<file path="src/rtl/tsi_pkg.sv">
// Shared types, widths and codes of the timestamped sample interpolator.
`timescale 1ns / 1ps

package tsi_pkg;

   // Default number of snapshots kept in the history.
   localparam int HISTORY_DEPTH_DEF = 10;

   // Field widths.
   localparam int TIME_W = 32;
   localparam int POS_W = 24;
   localparam int FRAC_W = 16;
   localparam int SAMPLE_W = TIME_W + 4 * POS_W;
   localparam int RSP_DATA_W = 4 * POS_W;

   // Request kinds carried on req_tuser.
   localparam logic REQ_ADD = 1'b0;
   localparam logic REQ_QUERY = 1'b1;

   // Query outcomes carried on rsp_tuser.
   typedef enum logic [1:0] {
      OUTCOME_EMPTY    = 2'd0,
      OUTCOME_SINGLE   = 2'd1,
      OUTCOME_FALLBACK = 2'd2,
      OUTCOME_INTERP   = 2'd3
   } outcome_type;

   // A position or velocity pair, x in the low bits.
   typedef struct packed {
      logic signed [POS_W-1:0] y;
      logic signed [POS_W-1:0] x;
   } point_type;

   // One stored snapshot, laid out as the request word, time in the low bits.
   typedef struct packed {
      point_type          vel;
      point_type          pos;
      logic [TIME_W-1:0]  time_us;
   } sample_type;

   // Handshake between the sequencer and the fraction divider.
   typedef struct packed {
      logic               start;
      logic [TIME_W-1:0]  progress;
      logic [TIME_W-1:0]  span;
   } div_req_type;

endpackage

</file>
<file path="src/rtl/timestamped_sample_interpolator.sv">
// Top level: snapshot history in RAM, scan sequencer, divider and blend units.
//
//   port group | direction | tdata (low bit up)                         | tuser
//   req_*      | in        | time_us, snap_pos_x, snap_pos_y,           | req_type
//              |           | snap_vel_x, snap_vel_y (128 bits)          |
//   rsp_*      | out       | shown_x, shown_y, held_vel_x, held_vel_y   | outcome
//
// An add is written to the history RAM on acceptance.
// A query on an empty history goes straight to the hand-off; otherwise it reads the
// history one RAM entry a cycle in the scan, and an interpolating query then passes
// through the serial fraction divider and the blend unit before the result is loaded.
// Reset is synchronous and clears the counters and the held velocity; the RAM
// needs no clearing since only written entries are ever used.
// A query result waits in the output register while a stalled rsp side holds it.
`timescale 1ns / 1ps

module timestamped_sample_interpolator #(
   parameter int HISTORY_DEPTH = tsi_pkg::HISTORY_DEPTH_DEF
) (
   input  logic                              clock,
   input  logic                              reset,
   input  logic                              req_tvalid,
   output logic                              req_tready,
   // time_us, snap_pos_x, snap_pos_y, snap_vel_x, snap_vel_y
   input  logic [tsi_pkg::SAMPLE_W-1:0]      req_tdata,
   // req_type
   input  logic                              req_tuser,
   output logic                              rsp_tvalid,
   input  logic                              rsp_tready,
   // shown_x, shown_y, held_vel_x, held_vel_y
   output logic [tsi_pkg::RSP_DATA_W-1:0]    rsp_tdata,
   // outcome
   output logic [1:0]                        rsp_tuser
);

   localparam int AW = $clog2(HISTORY_DEPTH);
   localparam int CW = $clog2(HISTORY_DEPTH + 1);
   localparam int SW = $clog2(2 * HISTORY_DEPTH);

   typedef enum logic [5:0] {
      ST_IDLE   = 6'b000001,
      ST_SCAN   = 6'b000010,
      ST_NEWEST = 6'b000100,
      ST_DIVIDE = 6'b001000,
      ST_BLEND  = 6'b010000,
      ST_EMIT   = 6'b100000
   } state_type;

   function automatic logic [AW-1:0] wrap_inc(input logic [AW-1:0] slot);
      logic [AW-1:0] nxt;
      nxt = (slot == AW'(HISTORY_DEPTH - 1)) ? '0 : slot + AW'(1);
      return nxt;
   endfunction

   state_type                    state_ff, state_in;
   logic [CW-1:0]                entry_count_ff, entry_count_in;
   logic [AW-1:0]                oldest_ff, oldest_in;
   tsi_pkg::point_type           obj_vel_ff, obj_vel_in;
   logic [tsi_pkg::TIME_W-1:0]   tq_ff, tq_in;
   logic [AW-1:0]                issue_slot_ff, issue_slot_in;
   logic [CW-1:0]                eval_idx_ff, eval_idx_in;
   logic                         have_from_ff, have_from_in;
   logic [tsi_pkg::TIME_W-1:0]   from_t_ff, from_t_in;
   tsi_pkg::point_type           from_pos_ff, from_pos_in;
   tsi_pkg::point_type           to_pos_ff, to_pos_in;
   tsi_pkg::point_type           to_vel_ff, to_vel_in;
   tsi_pkg::outcome_type         pend_outcome_ff, pend_outcome_in;
   tsi_pkg::point_type           pend_pos_ff, pend_pos_in;
   tsi_pkg::point_type           pend_vel_ff, pend_vel_in;
   logic                         rsp_valid_ff, rsp_valid_in;
   tsi_pkg::outcome_type         rsp_outcome_ff, rsp_outcome_in;
   tsi_pkg::point_type           rsp_pos_ff, rsp_pos_in;
   tsi_pkg::point_type           rsp_vel_ff, rsp_vel_in;

   logic                         accept;
   logic                         is_query;
   logic                         full;
   tsi_pkg::sample_type          req_sample;
   tsi_pkg::sample_type          rd_sample;
   logic [SW-1:0]                append_sum, newest_sum;
   logic [AW-1:0]                append_slot, newest_slot;
   logic [AW-1:0]                next_issue;
   logic                         hit_after;
   logic                         scan_last;
   logic                         single;

   logic                         ram_we;
   logic [AW-1:0]                ram_wa;
   logic [AW-1:0]                ram_ra;
   logic [tsi_pkg::SAMPLE_W-1:0] ram_rd_data;

   tsi_pkg::div_req_type         div_req;
   logic                         div_done;
   logic [tsi_pkg::FRAC_W-1:0]   factor;
   logic                         blend_done;
   tsi_pkg::point_type           blend_pos;

   // Request decode and slot arithmetic around the circular history.
   assign req_tready = state_ff == ST_IDLE;
   assign accept = req_tvalid && req_tready;
   assign is_query = req_tuser == tsi_pkg::REQ_QUERY;
   assign req_sample = tsi_pkg::sample_type'(req_tdata);
   assign rd_sample = tsi_pkg::sample_type'(ram_rd_data);
   assign full = entry_count_ff == CW'(HISTORY_DEPTH);
   assign single = entry_count_ff == CW'(1);

   assign append_sum = SW'(oldest_ff) + SW'(entry_count_ff);
   assign newest_sum = SW'(oldest_ff) + SW'(entry_count_ff) - SW'(1);
   assign append_slot = (append_sum >= SW'(HISTORY_DEPTH)) ?
                        AW'(append_sum - SW'(HISTORY_DEPTH)) : AW'(append_sum);
   assign newest_slot = (newest_sum >= SW'(HISTORY_DEPTH)) ?
                        AW'(newest_sum - SW'(HISTORY_DEPTH)) : AW'(newest_sum);
   assign next_issue = wrap_inc(issue_slot_ff);

   assign hit_after = rd_sample.time_us > tq_ff;
   assign scan_last = eval_idx_ff == (entry_count_ff - CW'(1));

   // History RAM ports: adds write on acceptance, the scan reads one entry a cycle.
   assign ram_we = accept && !is_query;
   assign ram_wa = full ? oldest_ff : append_slot;

   always_comb begin
      ram_ra = issue_slot_ff;
      unique case (state_ff)
         ST_IDLE: begin
            ram_ra = oldest_ff;
         end
         ST_SCAN: begin
            // The oldest entry already lies after the query time: fetch the newest.
            if (!single && hit_after && !have_from_ff) begin
               ram_ra = newest_slot;
            end else begin
               ram_ra = next_issue;
            end
         end
         ST_NEWEST, ST_DIVIDE, ST_BLEND, ST_EMIT: begin
            ram_ra = issue_slot_ff;
         end
         default: begin
            ram_ra = issue_slot_ff;
         end
      endcase
   end

   tsi_ram #(
      .WIDTH (tsi_pkg::SAMPLE_W),
      .DEPTH (HISTORY_DEPTH)
   ) u_history (
      .clock   (clock),
      .wr_en   (ram_we),
      .wr_addr (ram_wa),
      .wr_data (req_tdata),
      .rd_en   (1'b1),
      .rd_addr (ram_ra),
      .rd_data (ram_rd_data)
   );

   // The factor divider starts when the scan finds the bracketing pair.
   always_comb begin
      div_req.start = (state_ff == ST_SCAN) && !single && hit_after && have_from_ff;
      div_req.progress = tq_ff - from_t_ff;
      div_req.span = rd_sample.time_us - from_t_ff;
   end

   tsi_frac_div u_div (
      .clock  (clock),
      .reset  (reset),
      .req    (div_req),
      .done   (div_done),
      .factor (factor)
   );

   tsi_blend u_blend (
      .clock    (clock),
      .reset    (reset),
      .start    ((state_ff == ST_DIVIDE) && div_done),
      .factor   (factor),
      .from_pos (from_pos_ff),
      .to_pos   (to_pos_ff),
      .done     (blend_done),
      .shown    (blend_pos)
   );

   // Sequencer: history update, scan, arithmetic and result hand-off.
   always_comb begin
      state_in = state_ff;
      entry_count_in = entry_count_ff;
      oldest_in = oldest_ff;
      obj_vel_in = obj_vel_ff;
      tq_in = tq_ff;
      issue_slot_in = issue_slot_ff;
      eval_idx_in = eval_idx_ff;
      have_from_in = have_from_ff;
      from_t_in = from_t_ff;
      from_pos_in = from_pos_ff;
      to_pos_in = to_pos_ff;
      to_vel_in = to_vel_ff;
      pend_outcome_in = pend_outcome_ff;
      pend_pos_in = pend_pos_ff;
      pend_vel_in = pend_vel_ff;
      rsp_outcome_in = rsp_outcome_ff;
      rsp_pos_in = rsp_pos_ff;
      rsp_vel_in = rsp_vel_ff;
      rsp_valid_in = rsp_valid_ff && !rsp_tready;

      unique case (state_ff)
         ST_IDLE: begin
            if (accept && !is_query) begin
               if (full) begin
                  oldest_in = wrap_inc(oldest_ff);
               end else begin
                  entry_count_in = entry_count_ff + CW'(1);
               end
            end else if (accept) begin
               tq_in = req_sample.time_us;
               issue_slot_in = oldest_ff;
               eval_idx_in = '0;
               have_from_in = 1'b0;
               if (entry_count_ff == '0) begin
                  pend_outcome_in = tsi_pkg::OUTCOME_EMPTY;
                  pend_pos_in = '0;
                  pend_vel_in = obj_vel_ff;
                  state_in = ST_EMIT;
               end else begin
                  state_in = ST_SCAN;
               end
            end
         end
         ST_SCAN: begin
            issue_slot_in = next_issue;
            if (single) begin
               pend_outcome_in = tsi_pkg::OUTCOME_SINGLE;
               pend_pos_in = rd_sample.pos;
               pend_vel_in = obj_vel_ff;
               state_in = ST_EMIT;
            end else if (!hit_after) begin
               from_t_in = rd_sample.time_us;
               from_pos_in = rd_sample.pos;
               have_from_in = 1'b1;
               eval_idx_in = eval_idx_ff + CW'(1);
               // Every entry is at or before the query time: the last one is the newest.
               if (scan_last) begin
                  pend_outcome_in = tsi_pkg::OUTCOME_FALLBACK;
                  pend_pos_in = rd_sample.pos;
                  pend_vel_in = rd_sample.vel;
                  state_in = ST_EMIT;
               end
            end else if (have_from_ff) begin
               to_pos_in = rd_sample.pos;
               to_vel_in = rd_sample.vel;
               state_in = ST_DIVIDE;
            end else begin
               state_in = ST_NEWEST;
            end
         end
         ST_NEWEST: begin
            pend_outcome_in = tsi_pkg::OUTCOME_FALLBACK;
            pend_pos_in = rd_sample.pos;
            pend_vel_in = rd_sample.vel;
            state_in = ST_EMIT;
         end
         ST_DIVIDE: begin
            if (div_done) begin
               state_in = ST_BLEND;
            end
         end
         ST_BLEND: begin
            if (blend_done) begin
               pend_outcome_in = tsi_pkg::OUTCOME_INTERP;
               pend_pos_in = blend_pos;
               pend_vel_in = to_vel_ff;
               state_in = ST_EMIT;
            end
         end
         ST_EMIT: begin
            // Load the output register once the previous word has been taken.
            if (!rsp_valid_ff || rsp_tready) begin
               rsp_valid_in = 1'b1;
               rsp_outcome_in = pend_outcome_ff;
               rsp_pos_in = pend_pos_ff;
               rsp_vel_in = pend_vel_ff;
               obj_vel_in = pend_vel_ff;
               state_in = ST_IDLE;
            end
         end
         default: begin
            state_in = ST_IDLE;
         end
      endcase
   end

   always_ff @(posedge clock) begin
      if (reset) begin
         state_ff <= ST_IDLE;
         entry_count_ff <= '0;
         oldest_ff <= '0;
         obj_vel_ff <= '0;
         rsp_valid_ff <= 1'b0;
      end else begin
         state_ff <= state_in;
         entry_count_ff <= entry_count_in;
         oldest_ff <= oldest_in;
         obj_vel_ff <= obj_vel_in;
         rsp_valid_ff <= rsp_valid_in;
      end
      tq_ff <= tq_in;
      issue_slot_ff <= issue_slot_in;
      eval_idx_ff <= eval_idx_in;
      have_from_ff <= have_from_in;
      from_t_ff <= from_t_in;
      from_pos_ff <= from_pos_in;
      to_pos_ff <= to_pos_in;
      to_vel_ff <= to_vel_in;
      pend_outcome_ff <= pend_outcome_in;
      pend_pos_ff <= pend_pos_in;
      pend_vel_ff <= pend_vel_in;
      rsp_outcome_ff <= rsp_outcome_in;
      rsp_pos_ff <= rsp_pos_in;
      rsp_vel_ff <= rsp_vel_in;
   end

   assign rsp_tvalid = rsp_valid_ff;
   assign rsp_tdata = {rsp_vel_ff, rsp_pos_ff};
   assign rsp_tuser = rsp_outcome_ff;

   // The history RAM is only written between queries.
   a_write_idle: assert property (@(posedge clock) disable iff (reset)
      ram_we |-> state_ff == ST_IDLE)
      else $error("history written during a query");

   // The entry count never passes the history depth.
   a_count_bound: assert property (@(posedge clock) disable iff (reset)
      entry_count_ff <= CW'(HISTORY_DEPTH))
      else $error("entry count beyond history depth");

   // The oldest pointer only moves once the history has filled.
   a_oldest_full: assert property (@(posedge clock) disable iff (reset)
      (oldest_ff != '0) |-> full)
      else $error("oldest pointer moved before the history filled");

   // A new result word only comes from the hand-off state.
   a_emit_source: assert property (@(posedge clock) disable iff (reset)
      $rose(rsp_valid_ff) |-> $past(state_ff == ST_EMIT))
      else $error("result word raised outside the hand-off state");

   // The divider finishes only while the sequencer waits for it.
   a_div_state: assert property (@(posedge clock) disable iff (reset)
      div_done |-> state_ff == ST_DIVIDE)
      else $error("divider finished outside its wait state");

endmodule

</file>
<file path="src/rtl/tsi_ram.sv">
// Generic single-port-write, single-port-read RAM with registered read data.
`timescale 1ns / 1ps

module tsi_ram #(
   parameter int WIDTH = 8,
   parameter int DEPTH = 2
) (
   input  logic                     clock,
   input  logic                     wr_en,
   input  logic [$clog2(DEPTH)-1:0] wr_addr,
   input  logic [WIDTH-1:0]         wr_data,
   input  logic                     rd_en,
   input  logic [$clog2(DEPTH)-1:0] rd_addr,
   output logic [WIDTH-1:0]         rd_data
);

   logic [WIDTH-1:0] mem [DEPTH];
   logic [WIDTH-1:0] rd_data_ff;

   // Write port and registered read port.
   always_ff @(posedge clock) begin
      if (wr_en) begin
         mem[wr_addr] <= wr_data;
      end
      if (rd_en) begin
         rd_data_ff <= mem[rd_addr];
      end
   end

   assign rd_data = rd_data_ff;

endmodule

</file>
<file path="src/rtl/tsi_frac_div.sv">
// Restoring divider that produces the Q0.16 interpolation factor one bit a cycle.
`timescale 1ns / 1ps

module tsi_frac_div (
   input  logic                        clock,
   input  logic                        reset,
   input  tsi_pkg::div_req_type        req,
   output logic                        done,
   output logic [tsi_pkg::FRAC_W-1:0]  factor
);

   localparam int STEP_W = $clog2(tsi_pkg::FRAC_W + 1);

   logic [tsi_pkg::TIME_W-1:0] rem_ff, rem_in;
   logic [tsi_pkg::TIME_W-1:0] span_ff, span_in;
   logic [tsi_pkg::FRAC_W-1:0] quo_ff, quo_in;
   logic [STEP_W-1:0]          step_ff, step_in;
   logic                       busy_ff, busy_in;
   logic                       done_ff, done_in;
   logic [tsi_pkg::TIME_W:0]   shifted;
   logic                       fits;

   // The remainder stays below the span, so its double fits one extra bit.
   assign shifted = {rem_ff, 1'b0};
   assign fits = shifted >= {1'b0, span_ff};

   // One quotient bit per cycle; progress is below span so the factor stays under one.
   always_comb begin
      rem_in = rem_ff;
      span_in = span_ff;
      quo_in = quo_ff;
      step_in = step_ff;
      busy_in = busy_ff;
      done_in = 1'b0;
      if (req.start) begin
         rem_in = req.progress;
         span_in = req.span;
         quo_in = '0;
         step_in = '0;
         busy_in = 1'b1;
      end else if (busy_ff) begin
         rem_in = fits ? tsi_pkg::TIME_W'(shifted - {1'b0, span_ff})
                       : shifted[tsi_pkg::TIME_W-1:0];
         quo_in = {quo_ff[tsi_pkg::FRAC_W-2:0], fits};
         step_in = step_ff + STEP_W'(1);
         if (step_ff == STEP_W'(tsi_pkg::FRAC_W - 1)) begin
            busy_in = 1'b0;
            done_in = 1'b1;
         end
      end
   end

   always_ff @(posedge clock) begin
      if (reset) begin
         busy_ff <= 1'b0;
         done_ff <= 1'b0;
      end else begin
         busy_ff <= busy_in;
         done_ff <= done_in;
      end
      rem_ff <= rem_in;
      span_ff <= span_in;
      quo_ff <= quo_in;
      step_ff <= step_in;
   end

   assign done = done_ff;
   assign factor = quo_ff;

endmodule

</file>
<file path="src/rtl/tsi_blend.sv">
// Two-stage linear blend of a position pair by the Q0.16 factor, rounded toward minus infinity.
`timescale 1ns / 1ps

module tsi_blend (
   input  logic                        clock,
   input  logic                        reset,
   input  logic                        start,
   input  logic [tsi_pkg::FRAC_W-1:0]  factor,
   input  tsi_pkg::point_type          from_pos,
   input  tsi_pkg::point_type          to_pos,
   output logic                        done,
   output tsi_pkg::point_type          shown
);

   localparam int DIFF_W = tsi_pkg::POS_W + 1;
   localparam int PROD_W = DIFF_W + tsi_pkg::FRAC_W + 1;

   logic signed [DIFF_W-1:0]           diff_x, diff_y;
   logic signed [tsi_pkg::FRAC_W:0]    factor_s;
   logic signed [PROD_W-1:0]           prod_x_ff, prod_x_in;
   logic signed [PROD_W-1:0]           prod_y_ff, prod_y_in;
   logic signed [PROD_W-1:0]           sum_x, sum_y;
   logic                               stage1_ff, stage2_ff;
   tsi_pkg::point_type                 shown_ff, shown_in;

   // Stage one: difference times factor.
   assign diff_x = DIFF_W'(to_pos.x) - DIFF_W'(from_pos.x);
   assign diff_y = DIFF_W'(to_pos.y) - DIFF_W'(from_pos.y);
   assign factor_s = $signed({1'b0, factor});
   assign prod_x_in = PROD_W'(diff_x) * PROD_W'(factor_s);
   assign prod_y_in = PROD_W'(diff_y) * PROD_W'(factor_s);

   // Stage two: arithmetic shift floors the scaled difference; the sum stays in range.
   assign sum_x = PROD_W'(from_pos.x) + (prod_x_ff >>> tsi_pkg::FRAC_W);
   assign sum_y = PROD_W'(from_pos.y) + (prod_y_ff >>> tsi_pkg::FRAC_W);
   assign shown_in.x = sum_x[tsi_pkg::POS_W-1:0];
   assign shown_in.y = sum_y[tsi_pkg::POS_W-1:0];

   always_ff @(posedge clock) begin
      if (reset) begin
         stage1_ff <= 1'b0;
         stage2_ff <= 1'b0;
      end else begin
         stage1_ff <= start;
         stage2_ff <= stage1_ff;
      end
      prod_x_ff <= prod_x_in;
      prod_y_ff <= prod_y_in;
      shown_ff <= shown_in;
   end

   assign done = stage2_ff;
   assign shown = shown_ff;

endmodule

</file>
<file path="config.mk">
export PLATFORM = sky130hd
export DESIGN_NAME = timestamped_sample_interpolator
export DESIGN_NICKNAME = d
export VERILOG_FILES = /design/src/rtl/tsi_pkg.sv /design/src/rtl/timestamped_sample_interpolator.sv /design/src/rtl/tsi_ram.sv /design/src/rtl/tsi_frac_div.sv /design/src/rtl/tsi_blend.sv
export SDC_FILE = /design/constraint.sdc
export NUM_CORES = 2
export LEC_CHECK = 0
export BUFFER_PORTS_ARGS = -buffer_cell sky130_fd_sc_hd__buf_2
export CAP_MARGIN = 20
export CORE_ASPECT_RATIO = 1.5
export CORE_MARGIN = 2
export CORE_UTILIZATION = 45
export CTS_BUF_LIST = sky130_fd_sc_hd__clkbuf_8
export CTS_CLUSTER_DIAMETER = 200
export DETAILED_ROUTE_END_ITERATION = 6
export GPL_TIMING_DRIVEN = 1
export MAX_ROUTING_LAYER = met4
export PLACE_DENSITY = 0.66
export SLEW_MARGIN = 20
export SYNTH_ARGS = -nofsm -noshare
export SYNTH_HDL_FRONTEND = slang
export SYNTH_HIERARCHICAL = 1
export SYNTH_SLANG_ARGS = --single-unit
</file>
<file path="constraint.sdc">
create_clock -name clock -period 16.89 [get_ports clock]
set_input_delay 3.378 -clock clock [delete_from_list [all_inputs] [get_ports clock]]
set_output_delay 3.378 -clock clock [all_outputs]
set_load 0.01 [all_outputs]
</file>
Yosys cells after proc, flatten, opt, wreduce, memory -nomap -nowiden

Memories as Yosys holds them, arrays and structs flattened. A register that Yosys moved wholly into a read port is not among the register bits.
Cells that the tools add are included.
Widths: inputs -> output; s select.

Add/sub/neg operators: 17
$mul: 2
$lt $le $gt $ge: 4
Equal/unequal tests: 23
Muxes and demuxes: 66
Bitwise gates (word level): 5
Reductions and logical operators: 30

Operators by type and width:

| operator            | count |
|---|---|
| $mux 48             | 14 |
| $pmux 48 s4         | 2 |
| $mux 32             | 3 |
| $sub 32x32->32      | 3 |
| $mul 25x17->40      | 2 |
| $mux 6              | 9 |
| $mux 4              | 13 |
| $sub 24x24->25      | 2 |
| $add 24x24->24      | 2 |
| $pmux 6 s6          | 1 |
| $ge 33x32->1        | 1 |
| $gt 32x32->1        | 1 |
| $pmux 4 s2          | 3 |
| $add 4x1->4 const B | 4 |
| $reduce_and 3->1    | 5 |
| $mux 2              | 7 |
| $eq 4x4->1 const B  | 3 |
| $mux 1              | 12 |
| $ge 5x4->1 const B  | 2 |
| $logic_and 1x1->1   | 9 |
| $ne 2x1->1 const B  | 4 |
| $ne 2x2->1 const B  | 4 |
| $pmux 2 s4          | 1 |
| $sub 4x4->4 const B | 2 |
| other kinds (28)    | 38 |

Flip-flop bits (word level): 693
Memory bits (writable): 1280
Bits of input ports: 133
Output and inout bits: 100
Word-level logic and storage cells: 187
Memories: 1

Memory list:

| name          | depth | bits a word | rd ports | clocked after Yosys merged registers in | write ports | line          | text |
|---|---|---|---|---|---|---|---|
| u_history.mem | 10    | 128         | 1        | 1                                       | 1           | tsi_ram.sv:17 | `logic [WIDTH-1:0] mem [DEPTH];` |

Longest topological paths before layout

Depth after elaboration: 6
Mapped depth: 36
Mapped depth without buffers: 35

Hierarchy

The synthesis kept the hierarchy.

By module, submodules not included:

| module                          | times used | cells each | area an instance (um^2) | sequential area each (um^2) |
|---|---|---|---|---|
| tsi_ram                         | 1          | 2735       | 53899.2                 | 42280.6 |
| tsi_blend                       | 1          | 3822       | 33658.5                 | 1961.9 |
| timestamped_sample_interpolator | 1          | 1631       | 21081.5                 | 13663.1 |
| tsi_frac_div                    | 1          | 551        | 5471.5                  | 2382.3 |

Worst setup path after synthesis

OpenSTA, ideal clock, no wires.

Path type: input-to-reg
Start: in req_tuser
End: mem u_history/mem[0][0] in the netlist's numbering (enable)
Library setup time: 0.772 ns
Arrival: 12.926 ns
Data required time: 16.118 ns
Slack: 3.192 ns
Cell stages on the path: 4
Path buffers: 1
Cell sequence: and3b_1 clkbuf_1 or3b_2 nor3_1

Word-level cells in the longest chain between the ends: 4

RTL lines:

| element                      | line                                   | text |
|---|---|---|
| start, declared              | timestamped_sample_interpolator.sv:27  | `input logic req_tuser,` |
| $logic_not 1->1              | timestamped_sample_interpolator.sv:119 | `assign ram_we = accept && !is_query;` |
| $logic_and 1x1->1            | timestamped_sample_interpolator.sv:119 |  |
| named net ram_we             | timestamped_sample_interpolator.sv:87  | `logic ram_we;` |
| $mux 1                       | tsi_ram.sv:22                          | `if (wr_en) begin` |
| $mux 1 (not written as such) | tsi_ram.sv:23                          | `mem[wr_addr] <= wr_data;` |
| end, declared                | tsi_ram.sv:17                          |  |

The timed path passes the listed nets, and every way through them passes these cells.

Final worst setup path

Start: reg from_pos_ff[25] in the netlist's numbering
End: reg u_blend.prod_y_ff[33]

Word-level cells in the longest chain between the ends: 2

RTL lines:

| element                         | line                                   | text |
|---|---|---|
| start, declared                 | timestamped_sample_interpolator.sv:64  | `tsi_pkg::point_type from_pos_ff, from_pos_in;` |
| start signal, assigned          | timestamped_sample_interpolator.sv:311 | `from_pos_ff <= from_pos_in;` |
| $sub 24x24->25                  | tsi_blend.sv:28                        | `assign diff_y = DIFF_W'(to_pos.y) - DIFF_W'(from_pos.y);` |
| $mul 25x17->40                  | tsi_blend.sv:31                        | `assign prod_y_in = PROD_W'(diff_y) * PROD_W'(factor_s);` |
| named net u_blend.prod_y_in[33] | tsi_blend.sv:21                        | `logic signed [PROD_W-1:0] prod_y_ff, prod_y_in;` |
| end signal, assigned            | tsi_blend.sv:48                        | `prod_y_ff <= prod_y_in;` |
| end, declared                   | tsi_blend.sv:21                        |  |

The timed path passes the listed nets, and every way through them passes these cells.
A chain may end at the register's enable or synchronous reset.

==> metrics <==
CTS buffer count 317; placed inst area 0.119 mm^2; crit-path max cell delay 0.85 ns; I/O pin count 233; commonest non-fill, non-tap cell in the layout edfxtp_1; mean post-synth cell area 13.1 um^2; Fillers 21900; routed wire length 296000 um; Leakage 0.0501 uW; crit share post-route 0.584; IO buf count 232; Fmax 101 MHz; Synth Register Bits 2069; htree depth 5; root buffer cell clkbuf_8; first-pass GRT wire length 447000 um; initial antenna violation count 76; CP required 17.72 ns; number of routed nets with antenna violations 0; Core Footprint 0.253 mm^2; clock tree sinks 2069; hold_ws 0.414 ns; Slowest cell on crit path nor4_1; Post-CTS Resized 0; largest net degree at the start of global routing 147; Die W 415 um; RSZ-0062 raised after global routing no; number of remaining DRC errors 0; multi-input logic area 0.0485 mm^2; worst slew margin relative to its limit 0.194; post-CTS setup buffer count 0; Slew @ Worst Pin 1.21 ns; Yosys top cell area share 0.496; yosys warns 6; max_cap viols 0; synthesized area 0.114 mm^2; CP Launch Type flop; register area share after synthesis 0.528; drt wl/cell 23.2 um; Layout Cell Area excl Fill 0.126 mm^2; drt first-iter violations 4777; Initial Utilization 0.452; Final Critical Period 9.86 ns; CTS tree built; crit-path most repeated cell fa_1; PwrDens 88.6 mW/mm^2; final count of hold timing violations 0; Async SR Flop Fraction 0; worst setup path class reg2reg; number of global-route vias before repair 74900; HPWL Detailed 193000 um; DR vias/cell 5.48; GRT Util Overall 0.235; Site Rows 226; Area Overhead vs Synth 10.1%; share of cells above drive strength 1 0.137; post-route setup TNS 0 ns; Setup Skew 0.0958 ns; DR vias 70000; DR pass1 iterations 6; CTS clk-pin slew, worst paths 0.06 ns; Hold Crit Class reg2reg; EDFF count, synth 1885; Worst VDD drop 0.0000798 V; Area contributors post-synth edfxtp_1 (50%), fa_1 (13%), ha_1 (4.7%); Seq. cell area 0.0603 mm^2; Final setup violation count 0; CP max FO 16; Die Span Y 621 um; CP Capture Type flop; die area 0.258 mm^2; CTS max path bufs 4; Final Wtd Congestion 0.939; # hold bufs at CTS 0; most frequent cells in the layout edfxtp_1 (1885), inv_1 (1280), nand2_1 (789), fa_1 (751), ha_1 (431); clock latency on the worst-skew pair 0.99 ns; outcome completed; Worst EP arrival 10.69 ns; Synth cell types 103; Synth Instances 8739; area leader, netlist edfxtp_1; Remaining Overflow, GRT 0; Max Slew Vio Count 0; top_reg_cell synth edfxtp_1; NumNets Final 10500
-- logic make-up after synthesis --
kind of cell / after synthesis / synth area share
other: 1 / 0.0000329
flip-flops: 2069 / 0.528
adder cells (fa/ha/maj): 1191 / 0.180
AND/OR/NAND/NOR: 1754 / 0.0737
buffers and inverters: 1542 / 0.0537
multiplexers: 681 / 0.0640
XOR/XNOR: 241 / 0.0186
AO/OA/AOI/OAI: 1260 / 0.0819
-- report_power, final --
part	leakage, uW	switching [uW]	internal, uW
clock network	0.00350	1960	2090
logic	0.0280	710	455
registers	0.0187	113	5800
-- registers in the layout (all words and copies together) (netlist names), 6 cells and up --
name,flops
u_history/mem,1280
u_history/rd_data,128
rsp_tdata,96
from_pos_ff,48
obj_vel_ff,48
pend_pos_ff,48
pend_vel_ff,48
to_pos_ff,48
to_vel_ff,48
u_blend/shown,48
from_t_ff,32
tq_ff,32
u_div/rem_ff,32
u_div/span_ff,32
u_blend/prod_x_ff,24
u_blend/prod_y_ff,24
u_div/factor,16
state_ff,6
-- final cells by class --
cell class	instances	area share
clock buffers	342	0.0375
multi-input cells	5255	0.386
flip-flops and latches	2069	0.480
repair buffers	345	0.0167
clock inverters	231	0.0110
diodes	52	0.00104
inverters	1177	0.0352
well taps	3306	0.0329
-- metrics by stage --
stage / instances / power [uW] / setup slack [ns] / util
floorplan: 8866 / 6770 / 3.19 / -
global placement: 12200 / 7160 / 7.48 / 0.473
detailed placement: 12200 / 7190 / 7.25 / 0.473
CTS: 12700 / 11200 / 7.14 / 0.497
global route: 12800 / 11500 / 6.62 / 0.498
finish: 12800 / 11100 / 7.03 / 0.498
-- layer usage --
metal  vias to the layer above  track usage  part of all wire
met1                     35700        0.263              0.38
li1                      31300            -                 -
met4                         0       0.0941             0.039
met3                       687       0.0455             0.063
met5                         -            -                 0
met2                      2279        0.413              0.52
-- final timing paths --
kind | from | endpoint | slack (ns) | cells after the start
setup / recovery | from_pos_ff[25] | u_blend/prod_y_ff[33] | 7.03 | 32
hold / removal | pend_pos_ff[38] | rsp_tdata[38] | 0.41 | 0
setup reg to reg | from_pos_ff[25] | u_blend/prod_y_ff[33] | 7.03 | 32
hold reg to reg | pend_pos_ff[38] | rsp_tdata[38] | 0.41 | 0
-- worst max-delay path, delay by kind of cell, from the launching register on --
kind | cells | cell delay (ns)
AO/OA/AOI/OAI | 10 | 3.09
flip-flops | 1 | 0.44
buffers and inverters | 6 | 0.57
AND/OR/NAND/NOR | 5 | 1.50
XOR/XNOR | 2 | 0.31
multiplexers | 1 | 0.26
adder cells (fa/ha/maj) | 8 | 3.58
-- synthesized netlist by cell type, types with 49 or more instances --
master and count:
mux2i_1 295, nand2_1 790, dfxtp_1 184, and2_1 348, a21oi_1 257, fa_1 751, xnor2_1 173, clkbuf_1 258
a222oi_1 49, a21o_1 105, inv_1 1176, ha_1 431, o22ai_1 132, a22o_1 178, o21a_1 52, o31ai_1 61
nand3_1 62, mux2_2 361, nor3_1 59, o31ai_2 80, o21ai_0 123, xor2_1 67, edfxtp_1 1885, nor2_1 222
nor2b_1 82
(Power assumes the default switching activity.)
